## config.mk

```make
export PLATFORM = sky130hd
export DESIGN_NAME = stun_mapped_address_parser
export DESIGN_NICKNAME = d
export VERILOG_FILES = /design/src/hdl/smap_pkg.sv /design/src/hdl/smap_parse.sv /design/src/hdl/stun_mapped_address_parser.sv
export VERILOG_INCLUDE_DIRS = /design/src /design/src/hdl
export SDC_FILE = /design/constraint.sdc
export NUM_CORES = 1
export LEC_CHECK = 0
export BUFFER_PORTS_ARGS = -buffer_cell sky130_fd_sc_hd__buf_2
export CAP_MARGIN = 20
export CORE_UTILIZATION = 58
export CTS_CLUSTER_SIZE = 8
export DETAILED_ROUTE_END_ITERATION = 10
export GPL_ROUTABILITY_DRIVEN = 0
export GPL_TIMING_DRIVEN = 0
export PLACE_DENSITY = 0.76
export SLEW_MARGIN = 20
export SYNTH_ARGS = -nofsm -noshare
export SYNTH_HDL_FRONTEND = slang
export SYNTH_SLANG_ARGS = --single-unit
export TNS_END_PERCENT = 100
```

## constraint.sdc

```tcl
create_clock -name clk -period 10.4 [get_ports clk]
set_clock_uncertainty 0.05 [all_clocks]
set_input_delay 2.08 -clock clk [delete_from_list [all_inputs] [get_ports clk]]
set_output_delay 2.08 -clock clk [all_outputs]
set_load 0.02 [all_outputs]
```

## src/hdl/stun_mapped_address_parser_defines.svh

```systemverilog
// Assertion helpers for the one block that checks itself.
// Each macro expects clk and rst_n in scope.
`ifndef STUN_MAPPED_ADDRESS_PARSER_DEFINES_SVH
`define STUN_MAPPED_ADDRESS_PARSER_DEFINES_SVH

// Same-cycle implication.
`define SMAP_ASSERT_IMP(lbl, cond, prop) \
    lbl: assert property (@(posedge clk) disable iff (!rst_n) (cond) |-> (prop)) \
        else $error("smap assertion failed");

// Next-cycle implication.
`define SMAP_ASSERT_NEXT(lbl, cond, prop) \
    lbl: assert property (@(posedge clk) disable iff (!rst_n) (cond) |=> (prop)) \
        else $error("smap assertion failed");

`endif

```

## src/hdl/smap_pkg.sv

```systemverilog
`default_nettype none
package smap_pkg;

    typedef struct packed {
        logic [1:0] req_type;
        logic [7:0] data_byte;
        logic       last_byte;
    } in_t;

    typedef struct packed {
        logic [2:0]  verdict;
        logic        address_valid;
        logic [15:0] mapped_port;
        logic [31:0] mapped_ipv4;
    } out_t;

    // request kinds
    localparam logic [1:0] REQ_BYTE = 2'd0;
    localparam logic [1:0] REQ_ARM  = 2'd1;
    localparam logic [1:0] REQ_DROP = 2'd2;

    // parse phases
    localparam logic [2:0] PH_HEADER      = 3'd0;
    localparam logic [2:0] PH_ATTR_HDR    = 3'd1;
    localparam logic [2:0] PH_ATTR_SKIP   = 3'd2;
    localparam logic [2:0] PH_ATTR_MAPPED = 3'd3;
    localparam logic [2:0] PH_FINISHED    = 3'd4;

    // verdicts
    localparam logic [2:0] VERDICT_IDLE     = 3'd0;
    localparam logic [2:0] VERDICT_HEADER   = 3'd1;
    localparam logic [2:0] VERDICT_ATTR_LEN = 3'd2;
    localparam logic [2:0] VERDICT_NO_ADDR  = 3'd3;
    localparam logic [2:0] VERDICT_CAPTURED = 3'd4;

    // protocol constants
    localparam logic [15:0] BIND_RESPONSE = 16'h0101;
    localparam logic [31:0] MAGIC_COOKIE  = 32'h2112A442;
    localparam logic [15:0] ATTR_MAPPED   = 16'h0001;
    localparam logic [15:0] ALIGN_MASK    = 16'h0003;

    // byte positions and counts
    localparam logic [15:0] POS_METHOD_LO  = 16'd1;
    localparam logic [15:0] POS_LENGTH_LO  = 16'd3;
    localparam logic [15:0] POS_COOKIE_LO  = 16'd7;
    localparam logic [15:0] POS_HEADER_END = 16'd19;
    localparam logic [15:0] POS_SATURATED  = 16'hFFFF;
    localparam logic [15:0] ATTR_HDR_BYTES = 16'd4;
    localparam logic [15:0] MAPPED_BYTES   = 16'd8;
    localparam logic [15:0] MAPPED_PORT_AT = 16'd5;

endpackage
`default_nettype wire

```

## src/hdl/smap_parse.sv

```systemverilog
`default_nettype none
module smap_parse (
    input  wire logic         clk,
    input  wire logic         rst_n,
    input  wire logic         take,
    input  wire smap_pkg::in_t req,
    output logic              res_valid,
    output smap_pkg::out_t    res
);
    import smap_pkg::*;

    logic        pending_reg,   pending_next;
    logic        responded_reg, responded_next;
    logic [15:0] pos_reg,       pos_next;
    logic [15:0] msg_left_reg,  msg_left_next;
    logic [15:0] attr_type_reg, attr_type_next;
    logic [15:0] attr_left_reg, attr_left_next;
    logic [2:0]  phase_reg,     phase_next;
    logic [31:0] shift_reg,     shift_next;
    logic [15:0] port_reg,      port_next;
    logic [31:0] addr_reg,      addr_next;
    logic [2:0]  verdict_reg,   verdict_next;

    always_comb
    begin
        logic [31:0] sw;
        logic [15:0] len;
        logic [15:0] ml4;
        logic [15:0] al;
        logic        walk_on;
        logic [15:0] walk_left;

        pending_next   = pending_reg;
        responded_next = responded_reg;
        pos_next       = pos_reg;
        msg_left_next  = msg_left_reg;
        attr_type_next = attr_type_reg;
        attr_left_next = attr_left_reg;
        phase_next     = phase_reg;
        shift_next     = shift_reg;
        port_next      = port_reg;
        addr_next      = addr_reg;
        verdict_next   = verdict_reg;
        res_valid      = 1'b0;
        res            = '0;
        sw             = {shift_reg[23:0], req.data_byte};
        len            = sw[15:0];
        ml4            = msg_left_reg - ATTR_HDR_BYTES;
        al             = attr_left_reg - 16'd1;
        walk_on        = 1'b0;
        walk_left      = msg_left_reg;

        if (take)
        begin
            unique case (req.req_type)
                REQ_ARM:
                begin
                    if (!pending_reg)
                    begin
                        pending_next   = 1'b1;
                        responded_next = 1'b0;
                        if (pos_reg != 16'd0)
                        begin
                            phase_next   = PH_FINISHED;
                            verdict_next = VERDICT_IDLE;
                        end
                        else
                        begin
                            phase_next = PH_HEADER;
                        end
                    end
                end
                REQ_DROP:
                begin
                    pending_next   = 1'b0;
                    responded_next = 1'b0;
                    port_next      = '0;
                    addr_next      = '0;
                    if (pos_reg != 16'd0)
                    begin
                        phase_next   = PH_FINISHED;
                        verdict_next = VERDICT_IDLE;
                    end
                    else
                    begin
                        phase_next = PH_HEADER;
                    end
                end
                REQ_BYTE:
                begin
                    // first byte decides whether this datagram is parsed
                    if (pos_reg == 16'd0)
                    begin
                        if (pending_reg && !responded_reg)
                        begin
                            phase_next   = PH_HEADER;
                            verdict_next = VERDICT_HEADER;
                        end
                        else
                        begin
                            phase_next   = PH_FINISHED;
                            verdict_next = VERDICT_IDLE;
                        end
                    end
                    if (pos_reg != POS_SATURATED)
                        pos_next = pos_reg + 16'd1;

                    if (phase_next != PH_FINISHED)
                    begin
                        shift_next = sw;
                        unique case (phase_next)
                            PH_HEADER:
                            begin
                                priority if (pos_reg == POS_METHOD_LO
                                             && sw[15:0] != BIND_RESPONSE)
                                begin
                                    phase_next   = PH_FINISHED;
                                    verdict_next = VERDICT_HEADER;
                                end
                                else if (pos_reg == POS_LENGTH_LO)
                                begin
                                    msg_left_next = sw[15:0];
                                end
                                else if (pos_reg == POS_COOKIE_LO && sw != MAGIC_COOKIE)
                                begin
                                    phase_next   = PH_FINISHED;
                                    verdict_next = VERDICT_HEADER;
                                end
                                else if (pos_reg == POS_HEADER_END)
                                begin
                                    if ((msg_left_reg & ALIGN_MASK) != 16'd0)
                                    begin
                                        phase_next   = PH_FINISHED;
                                        verdict_next = VERDICT_NO_ADDR;
                                    end
                                    else
                                    begin
                                        walk_on = 1'b1;
                                    end
                                end
                                else
                                begin
                                end
                            end
                            PH_ATTR_HDR:
                            begin
                                attr_left_next = al;
                                if (al == 16'd0)
                                begin
                                    attr_type_next = sw[31:16];
                                    msg_left_next  = ml4;
                                    if ((len & ALIGN_MASK) != 16'd0 || len > ml4)
                                    begin
                                        phase_next   = PH_FINISHED;
                                        verdict_next = VERDICT_ATTR_LEN;
                                    end
                                    else
                                    begin
                                        msg_left_next = ml4 - len;
                                        if (sw[31:16] == ATTR_MAPPED && len == MAPPED_BYTES)
                                        begin
                                            phase_next     = PH_ATTR_MAPPED;
                                            attr_left_next = MAPPED_BYTES;
                                        end
                                        else if (len == 16'd0)
                                        begin
                                            walk_on   = 1'b1;
                                            walk_left = ml4;
                                        end
                                        else
                                        begin
                                            phase_next     = PH_ATTR_SKIP;
                                            attr_left_next = len;
                                        end
                                    end
                                end
                            end
                            PH_ATTR_SKIP:
                            begin
                                attr_left_next = al;
                                if (al == 16'd0)
                                    walk_on = 1'b1;
                            end
                            PH_ATTR_MAPPED:
                            begin
                                // hold the port in the type register until the end
                                if (attr_left_reg == MAPPED_PORT_AT)
                                    attr_type_next = sw[15:0];
                                attr_left_next = al;
                                if (al == 16'd0)
                                begin
                                    port_next      = attr_type_reg;
                                    addr_next      = sw;
                                    responded_next = 1'b1;
                                    phase_next     = PH_FINISHED;
                                    verdict_next   = VERDICT_CAPTURED;
                                end
                            end
                            default:
                            begin
                                phase_next   = PH_FINISHED;
                                verdict_next = VERDICT_IDLE;
                            end
                        endcase

                        // advance to the next attribute header if one fits
                        if (walk_on)
                        begin
                            if (walk_left < ATTR_HDR_BYTES)
                            begin
                                phase_next   = PH_FINISHED;
                                verdict_next = VERDICT_NO_ADDR;
                            end
                            else
                            begin
                                phase_next     = PH_ATTR_HDR;
                                attr_left_next = ATTR_HDR_BYTES;
                            end
                        end
                    end

                    if (req.last_byte)
                    begin
                        res_valid         = 1'b1;
                        res.verdict       = verdict_next;
                        res.address_valid = responded_next;
                        res.mapped_port   = responded_next ? port_next : 16'd0;
                        res.mapped_ipv4   = responded_next ? addr_next : 32'd0;
                        pos_next          = '0;
                        phase_next        = PH_HEADER;
                    end
                end
                default:
                begin
                end
            endcase
        end
    end

    always_ff @(posedge clk or negedge rst_n)
    begin
        if (!rst_n)
        begin
            pending_reg   <= 1'b0;
            responded_reg <= 1'b0;
            pos_reg       <= '0;
            msg_left_reg  <= '0;
            attr_type_reg <= '0;
            attr_left_reg <= '0;
            phase_reg     <= PH_HEADER;
            shift_reg     <= '0;
            port_reg      <= '0;
            addr_reg      <= '0;
            verdict_reg   <= VERDICT_IDLE;
        end
        else
        begin
            pending_reg   <= pending_next;
            responded_reg <= responded_next;
            pos_reg       <= pos_next;
            msg_left_reg  <= msg_left_next;
            attr_type_reg <= attr_type_next;
            attr_left_reg <= attr_left_next;
            phase_reg     <= phase_next;
            shift_reg     <= shift_next;
            port_reg      <= port_next;
            addr_reg      <= addr_next;
            verdict_reg   <= verdict_next;
        end
    end

endmodule
`default_nettype wire

```

## src/hdl/stun_mapped_address_parser.sv

```systemverilog
// A result is registered once its last datagram byte is accepted.
// Throughput: one request per cycle unless stalled; single-pass parse update.
// A two-entry result buffer (output plus skid register) lets requests flow on
// while a result waits; request stall rises only when both entries are full.
// Reset (rst_n low, asynchronous) clears the parse state, held address and buffer.
`default_nettype none
`include "stun_mapped_address_parser_defines.svh"
module stun_mapped_address_parser (
    input  wire logic           clk,
    input  wire logic           rst_n,
    input  wire logic           req_valid,
    output logic                req_stall,
    input  wire smap_pkg::in_t  req,
    output logic                rsp_valid,
    input  wire logic           rsp_stall,
    output smap_pkg::out_t      rsp
);
    import smap_pkg::*;

    logic  take;
    logic  res_valid;
    out_t  res;

    logic  out_valid_reg,  out_valid_next;
    out_t  out_reg,        out_next;
    logic  skid_valid_reg, skid_valid_next;
    out_t  skid_reg,       skid_next;
    logic  drain;

    // Accept a request whenever the skid entry is free.
    assign req_stall = skid_valid_reg;
    assign take      = req_valid && !req_stall;

    // Parse state: header check, attribute walk, address capture.
    smap_parse u_parse (
        .clk       (clk),
        .rst_n     (rst_n),
        .take      (take),
        .req       (req),
        .res_valid (res_valid),
        .res       (res)
    );

    assign drain = out_valid_reg && !rsp_stall;

    // Result buffer: the output register feeds the port, the skid register
    // catches a result produced while the output is stalled.
    always_comb
    begin
        out_valid_next  = out_valid_reg;
        out_next        = out_reg;
        skid_valid_next = skid_valid_reg;
        skid_next       = skid_reg;
        if (skid_valid_reg)
        begin
            // no new result can arrive here: requests are stalled
            if (drain)
            begin
                out_next        = skid_reg;
                skid_valid_next = 1'b0;
            end
        end
        else if (res_valid)
        begin
            if (!out_valid_reg || drain)
            begin
                out_valid_next = 1'b1;
                out_next       = res;
            end
            else
            begin
                skid_valid_next = 1'b1;
                skid_next       = res;
            end
        end
        else if (drain)
        begin
            out_valid_next = 1'b0;
        end
    end

    always_ff @(posedge clk or negedge rst_n)
    begin
        if (!rst_n)
        begin
            out_valid_reg  <= 1'b0;
            skid_valid_reg <= 1'b0;
        end
        else
        begin
            out_valid_reg  <= out_valid_next;
            skid_valid_reg <= skid_valid_next;
        end
    end

    // Payload registers carry no reset.
    always_ff @(posedge clk)
    begin
        out_reg  <= out_next;
        skid_reg <= skid_next;
    end

    assign rsp_valid = out_valid_reg;
    assign rsp       = out_reg;

    // The skid entry is only ever filled behind a held result.
    `SMAP_ASSERT_IMP(a_skid_behind_out, skid_valid_reg, out_valid_reg)
    // A result without a held address shows a zero port and address.
    `SMAP_ASSERT_IMP(a_zero_when_unheld, out_valid_reg && !out_reg.address_valid,
                     out_reg.mapped_port == 16'd0 && out_reg.mapped_ipv4 == 32'd0)
    // A capture verdict always comes with a held address.
    `SMAP_ASSERT_IMP(a_capture_holds, out_valid_reg && out_reg.verdict == VERDICT_CAPTURED,
                     out_reg.address_valid)
    // A stalled result stays in place.
    `SMAP_ASSERT_NEXT(a_stalled_out_kept, out_valid_reg && rsp_stall,
                      out_valid_reg && $stable(out_reg))

endmodule
`default_nettype wire
```

==> results of run 1 <==
-- layout by cell type, fill, tap and decap left out, drive strengths merged, types with 9 or more instances in the layout --
cell type	instances
a211oi	12
a21o	57
a21oi	62
a22o	53
and3	9
buf	91
clkbuf	108
dfrtp	146
edfxtp	104
ha	27
inv	38
mux2i	52
nand2	134
nand2b	9
nand3	24
nand4	10
nor2	138
nor3	23
nor4	22
o211ai	10
o21ai	91
o31ai	11
or3	12
xnor2	17
xor2	17
-- area by class of cell --
cell class / count / share of cell area [%]
tap: 280 / 2.37
clock inverter: 3 / 0.448
timing repair buffer: 69 / 2.96
sequential: 250 / 45.8
inverter: 37 / 0.938
multi-input combinational: 903 / 38.6
clock buffer: 59 / 6.95
buffer: 71 / 1.94
-- final timing paths --
path	endpoint	slack (ns)	cells after the start
worst max-delay path	u_parse.msg_left_reg[9]	4.67	13
worst min-delay path	u_parse.verdict_reg[0]	0.44	2
worst max register to register	u_parse.msg_left_reg[1]	5.36	17
worst min register to register	u_parse.verdict_reg[0]	0.44	2
max in group asynchronous	u_parse.shift_reg[19]	8.05	2
min in group asynchronous	u_parse.attr_left_reg[7]	1.44	1
-- worst reg2reg max path: stages, from the launching register on --
cell      delay, ns
dfrtp_1        0.35
clkbuf_1       0.20
inv_1          0.17
ha_1           0.19
clkbuf_1       0.35
nand3_1        0.19
nor3_1         0.26
xor2_1         0.26
ha_1           0.35
o21ai_0        0.28
o21bai_1       0.12
nor4_1         0.35
a21o_1         0.37
clkbuf_1       0.48
nor3_1         0.23
o21ai_0        0.49
a21oi_1        0.08
a21o_1         0.18
-- where the power goes --
group	switching, mW	internal [mW]	leakage, nW
combinational	0.544	0.291	2.93
clock	0.431	0.701	0.524
sequential	0.119	1.09	3.05
-- cell families (layout without fill, tap and decap cells) --
logic type                 Yosys count  count (layout)
AOI/OAI and AO/OA                  357             357
adders and majority gates           28              28
muxes                               54              54
buffers and inverters              108             239
xor gates and xnor gates            34              34
and+or+nand+nor                    430             430
DFF                                250             250
-- routing by layer --
layer | global-route usage [%] | vias up | share of wire (%)
met2 | 46.0 | 522 | 45
met4 | 12.8 | 0 | 3.8
met5 | 0 | - | 0
li1 | - | 4857 | -
met1 | 43.0 | 5129 | 43
met3 | 5.39 | 93 | 8.4
==> out/metrics.yaml, run 1 <==
worst_setup_path:
  critPathMostFrequentCell: "o21ai_0"
  crit_path_max_incr_delay_ns: 0.69
  path_cells: "clkbuf_1 > inv_1 > ha_1 > a211oi_1 > o21ai_0 > o221ai_1 > a21oi_1 > clkbuf_1 > clkbuf_1 > nand2_1 > o21ai_0 > o21ai_0 > o21ai_0"
  path_delay_family: "buffers and inverters"
  crit_arrival_ns: 6.10
  worstSetupPathType: "input port to flip-flop"
  path_max_fanout: 10
  required_ns: 10.77
  critPathLaunchType: "input port"
  startpoint: "req[3]"
  cp_num_buf_inv: 4
  cp_slowest_cell: "clkbuf_1"
  end_kind: "flip-flop"
  r2r_start: "u_parse.msg_left_reg[2]"
yosys:
  synth_top_area_cell: "dfrtp_1"
  synthMuxAreaShare_pct: 4.21
  syn-mean-instance-area_um2: 10.2
  synth.most_common_cell: "dfrtp_1"
  synth_top_family_by_area: "compound AO/OA/AOI/OAI gates"
  synth.area.top_cells: "dfrtp_1, edfxtp_1, mux2i_1"
  synth_edf_count: 104
  synth_common_cells: "dfrtp_1, nor2_1, nand2_1, edfxtp_1, o21ai_0"
  yosys_warnings: 0
  synthFlopType: "dfrtp_1"
  seq_area_frac_synth_pct: 52.5
  async_flop_share_pct: 58.4
  synth_xor_area_share_pct: 2.31
  syn-num-nets: 1304
  postSynthCellCount: 1261
  syn-cell-area_um2: 12900
  synthAdderAreaFrac_pct: 2.77
  synth_top_area_share_pct: 28.3
  yosysUniqueCellTypes: 77
  synth-simple-area-share_pct: 15.9
  ys_ff_latch: 250
  synth_compound_area_share_pct: 19.0
sta:
  finalSetupViolCount: 0
  fin_ws_ns: 4.67
  rsz0062_at_grt: "no"
  finalCriticalPeriod_ns: 5.73
  worst_pin_slew_ns: 0.952
  whs_ns: 0.443
  fmax_mhz: 174
  slew_violations: 0
  fin_setup_tns_ns: 0
  slew-limit-headroom_pct: 36.6
  finalHoldViolCount: 0
  fin_crit_sh_pct: 55.1
pwr:
  p_total_mw: 3.18
  peakVddDrop_v: 0.000142
  p_leak_nw: 6.51
  power_density_nw_per_um2: 214
clock_tree:
  cts_setup_buffers: 0
  cts_tree: "yes"
  cts_resized: 0
  cts_root_buf: "clkbuf_16"
  h-tree-depth: 2
  clk_path_buf_depth: 3
  postCtsHoldBufs: 0
  clk_pin_slew_ns: 0.05
  clkSinkCount: 250
  clk_latency_ns: 0.53
  numCtsBuffers: 37
outcome:
  status: "completed"
place:
  dpl.cell_count: 1610
  place_area_um2: 13700
  dp_hpwl_um: 23500
  dp_slack_ns: 4.34
  portBuffers: 65
detailed_routing:
  firstDrtPassIters: 5
  drt_iter0_markers: 854
  vias: 10600
  drt_wl_total_um: 33800
  wire_per_inst_um: 20.2
  ant_nets: 0
  drc: 0
  vias_per_cell: 6.34
grt:
  grt-ovfl-total: 0
  grt_pass1_vias: 9919
  antenna_found_initial: 0
  grt_use_total_pct: 30.4
  grt_pass1_wl_um: 53600
  grt_max_degree: 84
worst_hold_path:
  hold_class: "flip-flop to flip-flop"
  hold_path.startpoint: "u_parse.verdict_reg[0]"
finish:
  antenna_cells: 0
  multi_input_area_um2: 5720
  fillCellCount: 1660
  fin_area_um2: 14800
  nets: 1412
  final_cells: 1672
  regArea_um2: 6780
  drive_gt1_share_pct: 11.2
  fin_util_pct: 67.9
  area_delta_synth_final_pct: 14.7
floorplanning:
  placementRows: 54
  die_width_um: 151
  io_pins: 69
  core_area_um2: 21800
  initial_core_util_pct: 59.2
  dieArea_um2: 22900
  die_h_um: 151
flow_run:
  maxCapViolCount: 0
No activity file was read; power rests on OpenSTA's default activity.
==> run 2: changes to the inputs <==
==> constraint.sdc (replaced) <==
create_clock -name clk -period 5.4 [get_ports clk]
set_clock_uncertainty 0.05 [all_clocks]
set_input_delay 1.08 -clock clk [delete_from_list [all_inputs] [get_ports clk]]
set_output_delay 1.08 -clock clk [all_outputs]
set_load 0.02 [all_outputs]
==> out/metrics.yaml, run 2 (synthesized netlist as in run 1, its figures left out) <==
outcome:
  status: "completed"
place:
  dp_hpwl_um: 23500
  dpl.cell_count: 1610
  portBuffers: 65
  dp_slack_ns: 0.343
sta:
  worst_pin_slew_ns: 0.950
  fmax_mhz: 199
  finalCriticalPeriod_ns: 5.03
  fin_ws_ns: 0.370
  slew-limit-headroom_pct: 36.7
  whs_ns: 0.443
  finalSetupViolCount: 0
  fin_crit_sh_pct: 93.2
  finalHoldViolCount: 0
  slew_violations: 0
  rsz0062_at_grt: "no"
clock_tree:
  clk_latency_ns: 0.53
  clk_path_buf_depth: 3
  clkSinkCount: 250
  numCtsBuffers: 37
  cts_root_buf: "clkbuf_16"
  clk_pin_slew_ns: 0.06
  cts_tree: "yes"
  postCtsHoldBufs: 0
  h-tree-depth: 2
pwr:
  power_density_nw_per_um2: 413
  p_leak_nw: 6.51
  p_total_mw: 6.12
  peakVddDrop_v: 0.000272
worst_setup_path:
  crit_arrival_ns: 5.38
  reg2reg_depth: 17
  end_kind: "flip-flop"
  path_max_fanout: 10
  required_ns: 5.75
  worstSetupPathType: "flip-flop to flip-flop"
  critPathLaunchType: "flip-flop"
flow_run:
  maxCapViolCount: 0
finish:
  multi_input_area_um2: 5720
  regArea_um2: 6780
  final_cell_mix: "dfrtp_1, nor2_1, nand2_1, edfxtp_1, o21ai_0"
  area_delta_synth_final_pct: 14.8
  fin_util_pct: 67.9
  layout_commonest_cell: "dfrtp_1"
  final_cells: 1672
  drive_gt1_share_pct: 11.3
  nets: 1412
  fillCellCount: 1659
  antenna_cells: 0
grt:
  grt_max_degree: 84
  antenna_found_initial: 0
  grt_pass1_vias: 9919
  grt-ovfl-total: 0
  grt_use_total_pct: 30.4
  grt_pass1_wl_um: 53600
detailed_routing:
  firstDrtPassIters: 5
  drc: 0
  vias_per_cell: 6.34
  wire_per_inst_um: 20.2
  drt_iter0_markers: 855
  vias: 10600
  ant_nets: 0
  drt_wl_total_um: 33800
floorplanning:
  io_pins: 69
  placementRows: 54
  core_area_um2: 21800
  dieArea_um2: 22900
  die_h_um: 151
  initial_core_util_pct: 59.2
  die_width_um: 151
worst_hold_path:
  hold_class: "input port to asynchronous set/reset pin"
run 2: cell count changes in the layout (fill, tap and decap cells not counted):
cell	change
clkbuf_2	+1
clkbuf_1	-1
run 2: cell type report:
class                      count  share of cell area, %
buffer                        71                   1.95
sequential                   250                   45.7
clock inverter                 3                  0.448
inverter                      37                  0.938
tap                          280                   2.37
multi-input combinational    903                   38.6
clock buffer                  59                   6.95
timing repair buffer          69                   2.96
run 2: per-stage QoR:
step	cell area, µm²	setup TNS [ns]
final	14800	0
after floorplan	12900	0
after CTS	14800	0
after global routing	14800	0
after global placement	13600	-62.53
after detailed placement	13700	0
run 2: worst paths after layout:
kind	start	end	slack [ns]
worst max register to register	u_parse.msg_left_reg[2]	u_parse.msg_left_reg[1]	0.37
max in group asynchronous	rst_n	u_parse.shift_reg[19]	4.05
worst min-delay path	rst_n	u_parse.attr_left_reg[7]	0.44
worst max-delay path	u_parse.msg_left_reg[2]	u_parse.msg_left_reg[1]	0.37
min in group clk	u_parse.verdict_reg[0]	u_parse.verdict_reg[0]	0.44
worst min register to register	u_parse.verdict_reg[0]	u_parse.verdict_reg[0]	0.44
run 2: where the power goes:
part / internal (mW) / switching [mW]
combinational: 0.561 / 1.05
clock: 1.35 / 0.830
sequential: 2.10 / 0.229
total: 4.01 / 2.11
run 2: metal layers:
metal	vias up	track usage, %	wire (µm)
met5	-	0	0
met4	0	12.8	1300
met3	93	5.39	2820
met2	523	46.0	15200
met1	5122	43.0	14500
li1	4857	-	-
run 2: worst max-delay path, cell delays in order (launching register included):
cell and delay (ns):
dfrtp_1 0.35, clkbuf_1 0.20, inv_1 0.17, ha_1 0.19, clkbuf_1 0.35, nand3_1 0.19, nor3_1 0.26, xor2_1 0.26
ha_1 0.35, o21ai_0 0.28, o21bai_1 0.12, nor4_1 0.35, a21o_1 0.37, clkbuf_1 0.47, nor3_1 0.23, o21ai_0 0.49
a21oi_1 0.08, a21o_1 0.18
run 2: timing repair:
action / in CTS / in global routing
gates resized for setup: 0 / 2
setup buffers: 0 / 0
setup endpoints to repair: 0 / 1
